===== config.mk =====
export PLATFORM = sky130hd
export DESIGN_NAME = padded_run_distance
export DESIGN_NICKNAME = d
export VERILOG_FILES = /design/src/rtl/prd_pkg.sv /design/src/rtl/padded_run_distance.sv /design/src/rtl/prd_ctrl.sv /design/src/rtl/prd_datapath.sv
export SDC_FILE = /design/constraint.sdc
export NUM_CORES = 1
export LEC_CHECK = 0
export ABC_CLOCK_PERIOD_IN_PS = 2920
export BUFFER_PORTS_ARGS = -buffer_cell sky130_fd_sc_hd__buf_2
export CAP_MARGIN = 30
export CORE_ASPECT_RATIO = 1.4
export CORE_MARGIN = 8
export CORE_UTILIZATION = 35
export CTS_BUF_LIST = sky130_fd_sc_hd__clkbuf_16
export CTS_CLUSTER_DIAMETER = 200
export DETAILED_ROUTE_END_ITERATION = 6
export GPL_ROUTABILITY_DRIVEN = 0
export PLACE_DENSITY = 0.52
export SLEW_MARGIN = 20
export SYNTH_ARGS = -nofsm -noshare
export SYNTH_HDL_FRONTEND = slang
export SYNTH_SLANG_ARGS = --single-unit

===== constraint.sdc =====
create_clock -name clock -period 2.92 [get_ports clock]
set_input_delay 0.438 -clock clock [delete_from_list [all_inputs] [get_ports clock]]
set_output_delay 0.438 -clock clock [all_outputs]
set_load 0.05 [all_outputs]

===== src/rtl/prd_pkg.sv =====
package prd_pkg;

   localparam int VOXEL_W = 16;
   localparam int DIST_W  = 7;

   typedef enum logic [1:0] {
      ST_IDLE,
      ST_FLUSH,
      ST_TAIL
   } state_type;

   typedef struct packed {
      logic accept;
      logic emit_run;
      logic emit_tail;
   } cmd_type;

   typedef struct packed {
      logic padded;
      logic release_now;
      logic run_empty;
      logic run_one;
      logic tail_pending;
      logic out_free;
   } status_type;

endpackage


===== src/rtl/padded_run_distance.sv =====
// Channel   Direction  Handshake              Payload
// req_      in         req_tvalid/req_tready  tdata voxel_value, tlast row_end
// rsp_      out        rsp_tvalid/rsp_tready  tdata distance, tuser is_padded/overflow,
//                                             tlast last_of_burst
// csr_      in         csr_valid/csr_ready    data pad_threshold
//
// A padding voxel inside a run is only counted. A voxel that releases a run of N voxels is
// followed by N flush results, one per cycle while the output is free; an unpadded voxel then
// adds its own result. The input is held off meanwhile.
// A single output register decouples the result side; rsp_tready low stalls the flush.
// Synchronous reset clears the threshold, the run count and the output valid.
module padded_run_distance #(
   parameter int ROW_MAX = 64
) (
   input  logic        clock,
   input  logic        reset,
   input  logic        req_tvalid,
   output logic        req_tready,
   input  logic [15:0] req_tdata,  // [15:0] voxel_value
   input  logic        req_tlast,  // row_end
   output logic        rsp_tvalid,
   input  logic        rsp_tready,
   output logic [7:0]  rsp_tdata,  // [6:0] distance, [7] zero
   output logic [1:0]  rsp_tuser,  // [0] is_padded, [1] overflow
   output logic        rsp_tlast,  // last_of_burst
   input  logic        csr_valid,
   output logic        csr_ready,
   input  logic [15:0] csr_data    // pad_threshold
);
   import prd_pkg::*;

   cmd_type    cmd;
   status_type status;

   assign csr_ready = 1'b1;

   prd_ctrl u_ctrl (
      .clock      (clock),
      .reset      (reset),
      .req_tvalid (req_tvalid),
      .req_tready (req_tready),
      .status     (status),
      .cmd        (cmd)
   );

   prd_datapath #(
      .ROW_MAX (ROW_MAX)
   ) u_datapath (
      .clock      (clock),
      .reset      (reset),
      .cmd        (cmd),
      .status     (status),
      .csr_valid  (csr_valid),
      .csr_data   (csr_data),
      .req_tdata  (req_tdata),
      .req_tlast  (req_tlast),
      .rsp_tvalid (rsp_tvalid),
      .rsp_tready (rsp_tready),
      .rsp_tdata  (rsp_tdata),
      .rsp_tuser  (rsp_tuser),
      .rsp_tlast  (rsp_tlast)
   );

endmodule


===== src/rtl/prd_ctrl.sv =====
module prd_ctrl (
   input  logic                clock,
   input  logic                reset,
   input  logic                req_tvalid,
   output logic                req_tready,
   input  prd_pkg::status_type status,
   output prd_pkg::cmd_type    cmd
);
   import prd_pkg::*;

   state_type state_ff;
   state_type state_in;

   always_ff @(posedge clock) begin
      if (reset) begin
         state_ff <= ST_IDLE;
      end else begin
         state_ff <= state_in;
      end
   end

   always_comb begin
      state_in = state_ff;
      unique case (state_ff)
         ST_IDLE: begin
            if (req_tvalid && status.release_now) begin
               if (!status.padded && status.run_empty) begin
                  state_in = ST_TAIL;
               end else begin
                  state_in = ST_FLUSH;
               end
            end
         end
         ST_FLUSH: begin
            if (status.out_free && status.run_one) begin
               state_in = status.tail_pending ? ST_TAIL : ST_IDLE;
            end
         end
         ST_TAIL: begin
            if (status.out_free) begin
               state_in = ST_IDLE;
            end
         end
         default: state_in = ST_IDLE;
      endcase
   end

   always_comb begin
      cmd        = '0;
      req_tready = 1'b0;
      unique case (state_ff)
         ST_IDLE: begin
            req_tready = 1'b1;
            cmd.accept = req_tvalid;
         end
         ST_FLUSH: cmd.emit_run  = status.out_free;
         ST_TAIL:  cmd.emit_tail = status.out_free;
         default: ;
      endcase
   end

endmodule


===== src/rtl/prd_datapath.sv =====
module prd_datapath #(
   parameter int ROW_MAX = 64
) (
   input  logic                       clock,
   input  logic                       reset,
   input  prd_pkg::cmd_type           cmd,
   output prd_pkg::status_type        status,
   input  logic                       csr_valid,
   input  logic [prd_pkg::VOXEL_W-1:0] csr_data,
   input  logic [prd_pkg::VOXEL_W-1:0] req_tdata,
   input  logic                       req_tlast,
   output logic                       rsp_tvalid,
   input  logic                       rsp_tready,
   output logic [7:0]                 rsp_tdata,
   output logic [1:0]                 rsp_tuser,
   output logic                       rsp_tlast
);
   import prd_pkg::*;

   localparam int CNT_W = $clog2(ROW_MAX + 1);

   logic signed [VOXEL_W-1:0] thresh_ff;
   logic [CNT_W-1:0]          count_ff;
   logic [CNT_W-1:0]          count_in;
   logic                      ovf_ff;
   logic                      tail_ff;
   logic                      valid_ff;
   logic                      padded_out_ff;
   logic                      ovf_out_ff;
   logic                      last_out_ff;
   logic [DIST_W-1:0]         dist_out_ff;

   logic             padded;
   logic [CNT_W-1:0] count_inc;
   logic             load;

   assign padded    = $signed(req_tdata) <= thresh_ff;
   assign count_inc = count_ff + CNT_W'(1);
   assign load      = cmd.emit_run || cmd.emit_tail;

   assign status.padded       = padded;
   assign status.release_now  = !padded || req_tlast || (count_inc == CNT_W'(ROW_MAX));
   assign status.run_empty    = (count_ff == '0);
   assign status.run_one      = (count_ff == CNT_W'(1));
   assign status.tail_pending = tail_ff;
   assign status.out_free     = !valid_ff || rsp_tready;

   always_ff @(posedge clock) begin
      if (reset) begin
         thresh_ff <= '0;
      end else if (csr_valid) begin
         thresh_ff <= csr_data;
      end
   end

   always_comb begin
      count_in = count_ff;
      if (cmd.accept && padded) begin
         count_in = count_inc;
      end else if (cmd.emit_run) begin
         count_in = count_ff - CNT_W'(1);
      end
   end

   always_ff @(posedge clock) begin
      if (reset) begin
         count_ff <= '0;
         ovf_ff   <= 1'b0;
         tail_ff  <= 1'b0;
         valid_ff <= 1'b0;
      end else begin
         count_ff <= count_in;
         if (cmd.accept) begin
            ovf_ff  <= padded && !req_tlast;
            tail_ff <= !padded;
         end
         if (load) begin
            valid_ff <= 1'b1;
         end else if (rsp_tready) begin
            valid_ff <= 1'b0;
         end
      end
   end

   always_ff @(posedge clock) begin
      if (cmd.emit_run) begin
         padded_out_ff <= 1'b1;
         dist_out_ff   <= DIST_W'(count_ff);
         ovf_out_ff    <= ovf_ff;
         last_out_ff   <= (count_ff == CNT_W'(1)) && !tail_ff;
      end else if (cmd.emit_tail) begin
         padded_out_ff <= 1'b0;
         dist_out_ff   <= '0;
         ovf_out_ff    <= 1'b0;
         last_out_ff   <= 1'b1;
      end
   end

   assign rsp_tvalid = valid_ff;
   assign rsp_tdata  = {1'b0, dist_out_ff};
   assign rsp_tuser  = {ovf_out_ff, padded_out_ff};
   assign rsp_tlast  = last_out_ff;

endmodule


==> results.yml, run 1 <==
logic_synthesis:
  synthTopCellsByCount: "35 x nor2_1, 29 x dfxtp_1, 20 x ha_1, 20 x inv_1, 18 x mux2i_1"
  avgSynthCellArea_sq_um: 9.131
  yosysSeqAreaShare: 0.3851
  yosys-top-cells-area: "dfxtp_1 26%, edfxtp_1 12%, ha_1 11%, mux2i_1 8.2%, nor2_1 5.9%"
  yosysUniqueCellTypes: 48
  synth_edf_count: 9
  syn_area_sq_um: 2210
  synth.most_common_cell: "nor2_1"
  syn_nets: 300
  synth_cells: 242
  yosysTopAreaCell: "dfxtp_1"
  yosysWarningCount: 0
  async_flop_share: 0
  ys_ff_latch: 38
  synth-main-ff-cell: "dfxtp_1"
  synth_top_area_share: 0.2627
critical_path:
  path_delay_family: "simple AND/OR/NAND/NOR gates"
  path_max_fanout: 10
  critPathKind: "reg2reg"
  end_kind: "flip-flop"
  r2r_setup_slack_ns: 0.37
  crit_path_cell_trace: "inv_1 > ha_1 > nand4_2 > or4_4 > a21oi_2 > o31ai_4 > or4_4 > a221oi_2"
  cp_common_cell: "or4_4"
  critical_path_required_ns: 3.11
  slowest_delay_ns: 0.56
  critPathBufInv: 1
  crit_start: "u_datapath.thresh_ff[14]"
  crit_arrival_ns: 2.74
  crit_slowest_cell: "or4_4"
  reg2reg_to: "u_ctrl.state_ff[1]"
  reg2regPathDepth: 8
  critPathLaunchType: "flip-flop"
  timing.rr.start: "u_datapath.thresh_ff[14]"
clocking:
  clockRootBuffer: "clkbuf_16"
  clk-insertion-delay-late_ns: 0.27
  cts.sinks: 38
  path_clk_slew_ns: 0.06
  cts_tree: "done"
  cts_buffers: 5
  cts_buffer_depth: 2
  cts_hold_buf: 0
  h-tree-depth: 2
cells_and_area:
  syn2layout_area_growth_pct: 21.18
  finalNonFillerCells: 360
  nets: 345
  num_antenna_cells: 0
  stdcell_area_sq_um: 2678
  fillers: 610
  layout-drive-gt1-share: 0.2535
  utilization: 0.4341
floorplan:
  start_util: 0.3582
  placementRows: 34
  core_area_sq_um: 6168
  die_x_um: 83.15
  die_y_um: 110.0
  dieArea_sq_um: 9148
  pin_count: 52
timing:
  totalNegativeSetupSlack_ns: 0
  worst_pin_slew_ns: 0.6919
  finalSetupViolations: 0
  fin_ws_ns: 0.3701
  timing.slew.headroom: 0.5370
  report.final.hold_viol_count: 0
  finalCritPeriodShare: 0.8732
  skew_ns: 0.003544
  rsz0062_at_grt: "false"
  period_needed_ns: 2.550
  slew_violations: 0
  max_freq_ghz: 0.3922
drt:
  routed_wl_um: 5020
  drtAntennaViolNets: 0
  routed_via_density: 4.994
  dr.pass1.iters: 4
  routedWlPerCell_um: 13.94
  drc: 0
  dr_total_vias: 1798
  drt-initial-drc-count: 76
global_routing:
  top_usage_layer: "met2"
  grt_pass1_vias: 1923
  grt_overflow_total: 0
  grt_use_met2: 0.2162
  grt_max_degree: 19
  grt_use_met1: 0.1020
  use_met3: 0.04412
  antenna_found_initial: 0
  grt_pass1_wl_um: 8487
  track_usage: 0.1107
place:
  placed_cell_area_sq_um: 2504
  place_inst: 352
  io_buffers: 49
  place_ws_ns: 0.1532
  hpwl_um: 4028
pwr:
  leakagePower_nw: 1.217
  vdd_drop_max_mv: 0.3544
  pwr_density_cell_nw_per_um2: 888.4
min_path:
  min_path_type: "in2reg"
  hp-start: "csr_data[10]"
  hold_end: "u_datapath.thresh_ff[10]"
  hold_path_depth: 3
run_status:
  status: "finished, final reports clean"
flow_run:
  maxCapViolations: 0
worst register-to-register path, delay by kind of cell (launching register included):
kind            cells  cell delay [ns]
buf+inv             1             0.05
fa+ha+maj           1             0.32
simple gates        3             1.24
flops               1             0.33
compound gates      3             0.52
state kept, by name, indices dropped and copies added (netlist names):
signal,count
u_datapath.ovf_out_ff,1
u_datapath.thresh_ff,16
u_datapath.count_ff,7
u_datapath.padded_out_ff,1
u_datapath.rsp_tvalid,1
u_datapath.dist_out_ff,7
u_datapath.ovf_ff,1
u_datapath.tail_ff,1
u_ctrl.state_ff,2
u_datapath.rsp_tlast,1
how the worst max path moves through the flow:
stage / slack, ns / endpoint / cells past startpoint
CTS: 0.30 / u_datapath.count_ff[5] / 8
detailed placement: 0.15 / u_datapath.count_ff[5] / 7
finish: 0.37 / u_ctrl.state_ff[1] / 8
global route: 0.17 / u_datapath.count_ff[4] / 8
global placement: 0.22 / u_datapath.count_ff[5] / 7
floorplan: 0.49 / u_ctrl.state_ff[1] / 7
metrics by stage:
step	hold WS, ns	total power (W)
floorplan	0.4402	0.001579
global placement	0.4514	0.001783
global route	0.3973	0.002542
finish	0.3939	0.002379
detailed placement	0.4735	0.001791
CTS	0.3927	0.002406
area by class of cell:
| cell class | count | area (sq um) | share of cell area |
|---|---|---|---|
| timing repair buffer | 54 | 282.8 | 0.1056 |
| tap | 72 | 90.09 | 0.03364 |
| sequential | 38 | 850.8 | 0.3178 |
| clock buffer | 5 | 125.1 | 0.04673 |
| multi-input combinational | 168 | 1214 | 0.4533 |
| inverter | 20 | 75.07 | 0.02804 |
| clock inverter | 3 | 40.04 | 0.01495 |
placed cells by master (no fill, tap or decap), types with 2 or more instances in the layout:
cell,count
o211ai_1,2
buf_4,5
a32oi_1,2
xnor2_1,2
edfxtp_1,9
clkinv_2,2
inv_1,20
mux2i_1,18
or4_4,2
nor4_1,2
a2bb2oi_1,2
ha_1,20
conb_1,2
and3_1,7
or2_2,2
clkbuf_16,5
nor2b_1,6
buf_2,49
nor2_1,35
nand2b_1,2
o311ai_0,2
a21o_1,2
mux2_2,3
nand3_1,6
a21oi_1,7
o21ai_0,2
and2_1,3
dfxtp_1,29
o31ai_1,2
a31oi_1,3
nand2_1,12
nand4_1,4
xor2_1,2
where the power goes:
part           internal [W]  total (W)  switching (W)
combinational      0.000325   0.000966       0.000641
clock              0.000399   0.000598       0.000199
sequential         0.000696   0.000814       0.000118
cell families (layout without fill, tap and decap cells):
logic type | count (synthesis) | after routing | synth area share
adder cells (fa/ha/maj) | 20 | 20 | 0.1133
AND/OR/NAND/NOR | 86 | 86 | 0.1954
flip-flops | 38 | 38 | 0.3851
multiplexers | 21 | 21 | 0.09683
XOR/XNOR | 4 | 4 | 0.01586
other | 2 | 2 | 0.003399
buffers and inverters | 36 | 82 | 0.06965
AO/OA/AOI/OAI | 35 | 35 | 0.1206
what timing repair did:
action                                 4_1_cts  5_1_grt
endpoints found under the hold margin        0        0
gates resized for setup                      0        1
buffers inserted                             0        0
setup endpoints to repair                    0        2
metal layers:
metal	wire, um	part of all wire
met5	0	0
met4	35	0.0070
met3	363	0.072
met2	2638	0.53
met1	1982	0.39
(Power assumes the default switching activity.)
==> run 2: changes to the inputs <==
Settings changed: CAP_MARGIN 30 to default, SETUP_SLACK_MARGIN from default to 0.5.
==> results.yml, run 2 (synthesized netlist as in run 1, its figures left out) <==
critical_path:
  critPathBufInv: 3
  critPathLaunchType: "flip-flop"
  crit_slowest_cell: "or4_4"
  reg2reg_to: "u_ctrl.state_ff[1]"
  critical_path_required_ns: 3.12
  r2r_setup_slack_ns: 0.50
  critPathKind: "reg2reg"
  cp_common_cell: "or4_4"
  end_kind: "flip-flop"
  crit_arrival_ns: 2.61
  reg2regPathDepth: 10
  crit_path_cell_trace: "inv_2 > ha_4 > buf_6 > nand4_4 > or4_4 > a21oi_4 > o31ai_4 > buf_4 > or4_4 > a221oi_2"
  slowest_delay_ns: 0.51
  path_max_fanout: 5
  path_delay_family: "simple AND/OR/NAND/NOR gates"
  timing.rr.start: "u_datapath.thresh_ff[14]"
cells_and_area:
  final_common_cell: "buf_2"
  multi_input_area_sq_um: 1309
  biggestRegsByFlops: "u_datapath.thresh_ff x16, u_datapath.count_ff x7, u_datapath.dist_out_ff x7"
  syn2layout_area_growth_pct: 26.50
  regArea_sq_um: 852.1
  num_antenna_cells: 0
  layout-drive-gt1-share: 0.2959
  fillers: 603
  largest_reg_flops: 16
  largest_register: "u_datapath.thresh_ff"
  nets: 351
  mostFrequentLayoutCells: "49 x buf_2, 35 x nor2_1, 28 x dfxtp_1, 20 x inv_1, 18 x mux2i_1"
global_routing:
  antenna_found_initial: 0
  grt_pass1_vias: 1854
  grt_overflow_total: 0
  grt_max_degree: 21
  track_usage: 0.1101
  grt_pass1_wl_um: 8245
clocking:
  clk-insertion-delay-late_ns: 0.28
  path_clk_slew_ns: 0.06
  cts_buffer_depth: 2
  cts_hold_buf: 0
  cts_tree: "done"
  cts_buffers: 5
  cts.sinks: 38
  clockRootBuffer: "clkbuf_16"
  h-tree-depth: 2
timing:
  slew_violations: 0
  finalCritPeriodShare: 0.8278
  worst_pin_slew_ns: 0.6639
  max_freq_ghz: 0.4137
  totalNegativeSetupSlack_ns: 0
  timing.slew.headroom: 0.5557
  period_needed_ns: 2.417
  rsz0062_at_grt: "true"
  fin_worst_hold_slack_ns: 0.3928
  finalSetupViolations: 0
  report.final.hold_viol_count: 0
  skew_ns: 0.002420
min_path:
  hp-start: "csr_data[1]"
  hold_path_depth: 3
  hold_end: "u_datapath.thresh_ff[1]"
  min_path_type: "in2reg"
drt:
  routedWlPerCell_um: 13.82
  dr.pass1.iters: 4
  drtAntennaViolNets: 0
  drc: 0
  routed_via_density: 4.934
  routed_wl_um: 5059
  dr_total_vias: 1806
  drt-initial-drc-count: 98
place:
  io_buffers: 49
  hpwl_um: 3834
pwr:
  total_power_w: 0.002327
  vdd_drop_max_mv: 0.3414
  leakagePower_nw: 1.242
  pwr_density_cell_nw_per_um2: 832.4
floorplan:
  placementRows: 34
  start_util: 0.3582
  dieArea_sq_um: 9148
  pin_count: 52
  die_x_um: 83.15
  core_area_sq_um: 6168
  die_y_um: 110.0
run_status:
  status: "finished, final reports clean"
flow_run:
  maxCapViolations: 0
## run 2: what timing repair did
action                                  4_1_cts  5_1_grt
gates resized for setup                       3       13
endpoints found under the setup margin       10        7
setup buffers                                 3        3
pin swaps                                     3        5
## run 2: per-stage QoR
step           worst slack [ns]  instances  instance area [sq um]  utilization
3_5_place_dp            0.01557        352                   2504       0.4059
5_1_grt                  0.4154        366                   2795       0.4531
3_3_place_gp             0.1520        352                   2504       0.4059
6_report                 0.5029        366                   2795       0.4531
2_1_floorplan            0.5459        242                   2210            -
4_1_cts                  0.5135        363                   2693       0.4365
## run 2: power breakdown
part	total (W)	internal, W	switching [W]
sequential	0.000816	0.000696	0.000120
combinational	0.000999	0.000353	0.000646
clock	0.000512	0.000308	0.000203
total	0.00233	0.00136	0.000969
## run 2: worst register-to-register path, delay by kind of cell, from the launching register on
kind	cells	cell delay, ns
simple gates	3	1.00
compound gates	3	0.46
flops	1	0.33
buf+inv	3	0.29
fa+ha+maj	1	0.26
## run 2: per-layer routing
| layer | vias up | GRT usage | share of wire |
|---|---|---|---|
| met5 | - | 0 | 0 |
| met4 | 0 | 0.04912 | 0.015 |
| li1 | 944 | - | - |
| met3 | 5 | 0.04191 | 0.064 |
| met2 | 38 | 0.2039 | 0.52 |
| met1 | 819 | 0.1071 | 0.40 |
## run 2: worst max path at each step
stage,start,to,cells past startpoint
after global routing,u_datapath.thresh_ff[9],u_ctrl.state_ff[1],9
final,u_datapath.thresh_ff[14],u_ctrl.state_ff[1],10
after floorplan,req_tdata[7],u_ctrl.state_ff[1],7
after global placement,req_tdata[15],u_datapath.count_ff[5],8
after CTS,u_datapath.thresh_ff[14],u_datapath.count_ff[3],11
after detailed placement,req_tdata[15],u_datapath.count_ff[5],8
## run 2: cell type report
cell class | instances | share of cell area
well taps | 72 | 0.03223
repair buffers | 60 | 0.1186
multi-input cells | 168 | 0.4682
flip-flops and latches | 38 | 0.3048
inverters | 20 | 0.02686
clock inverters | 3 | 0.004476
clock buffers | 5 | 0.04476
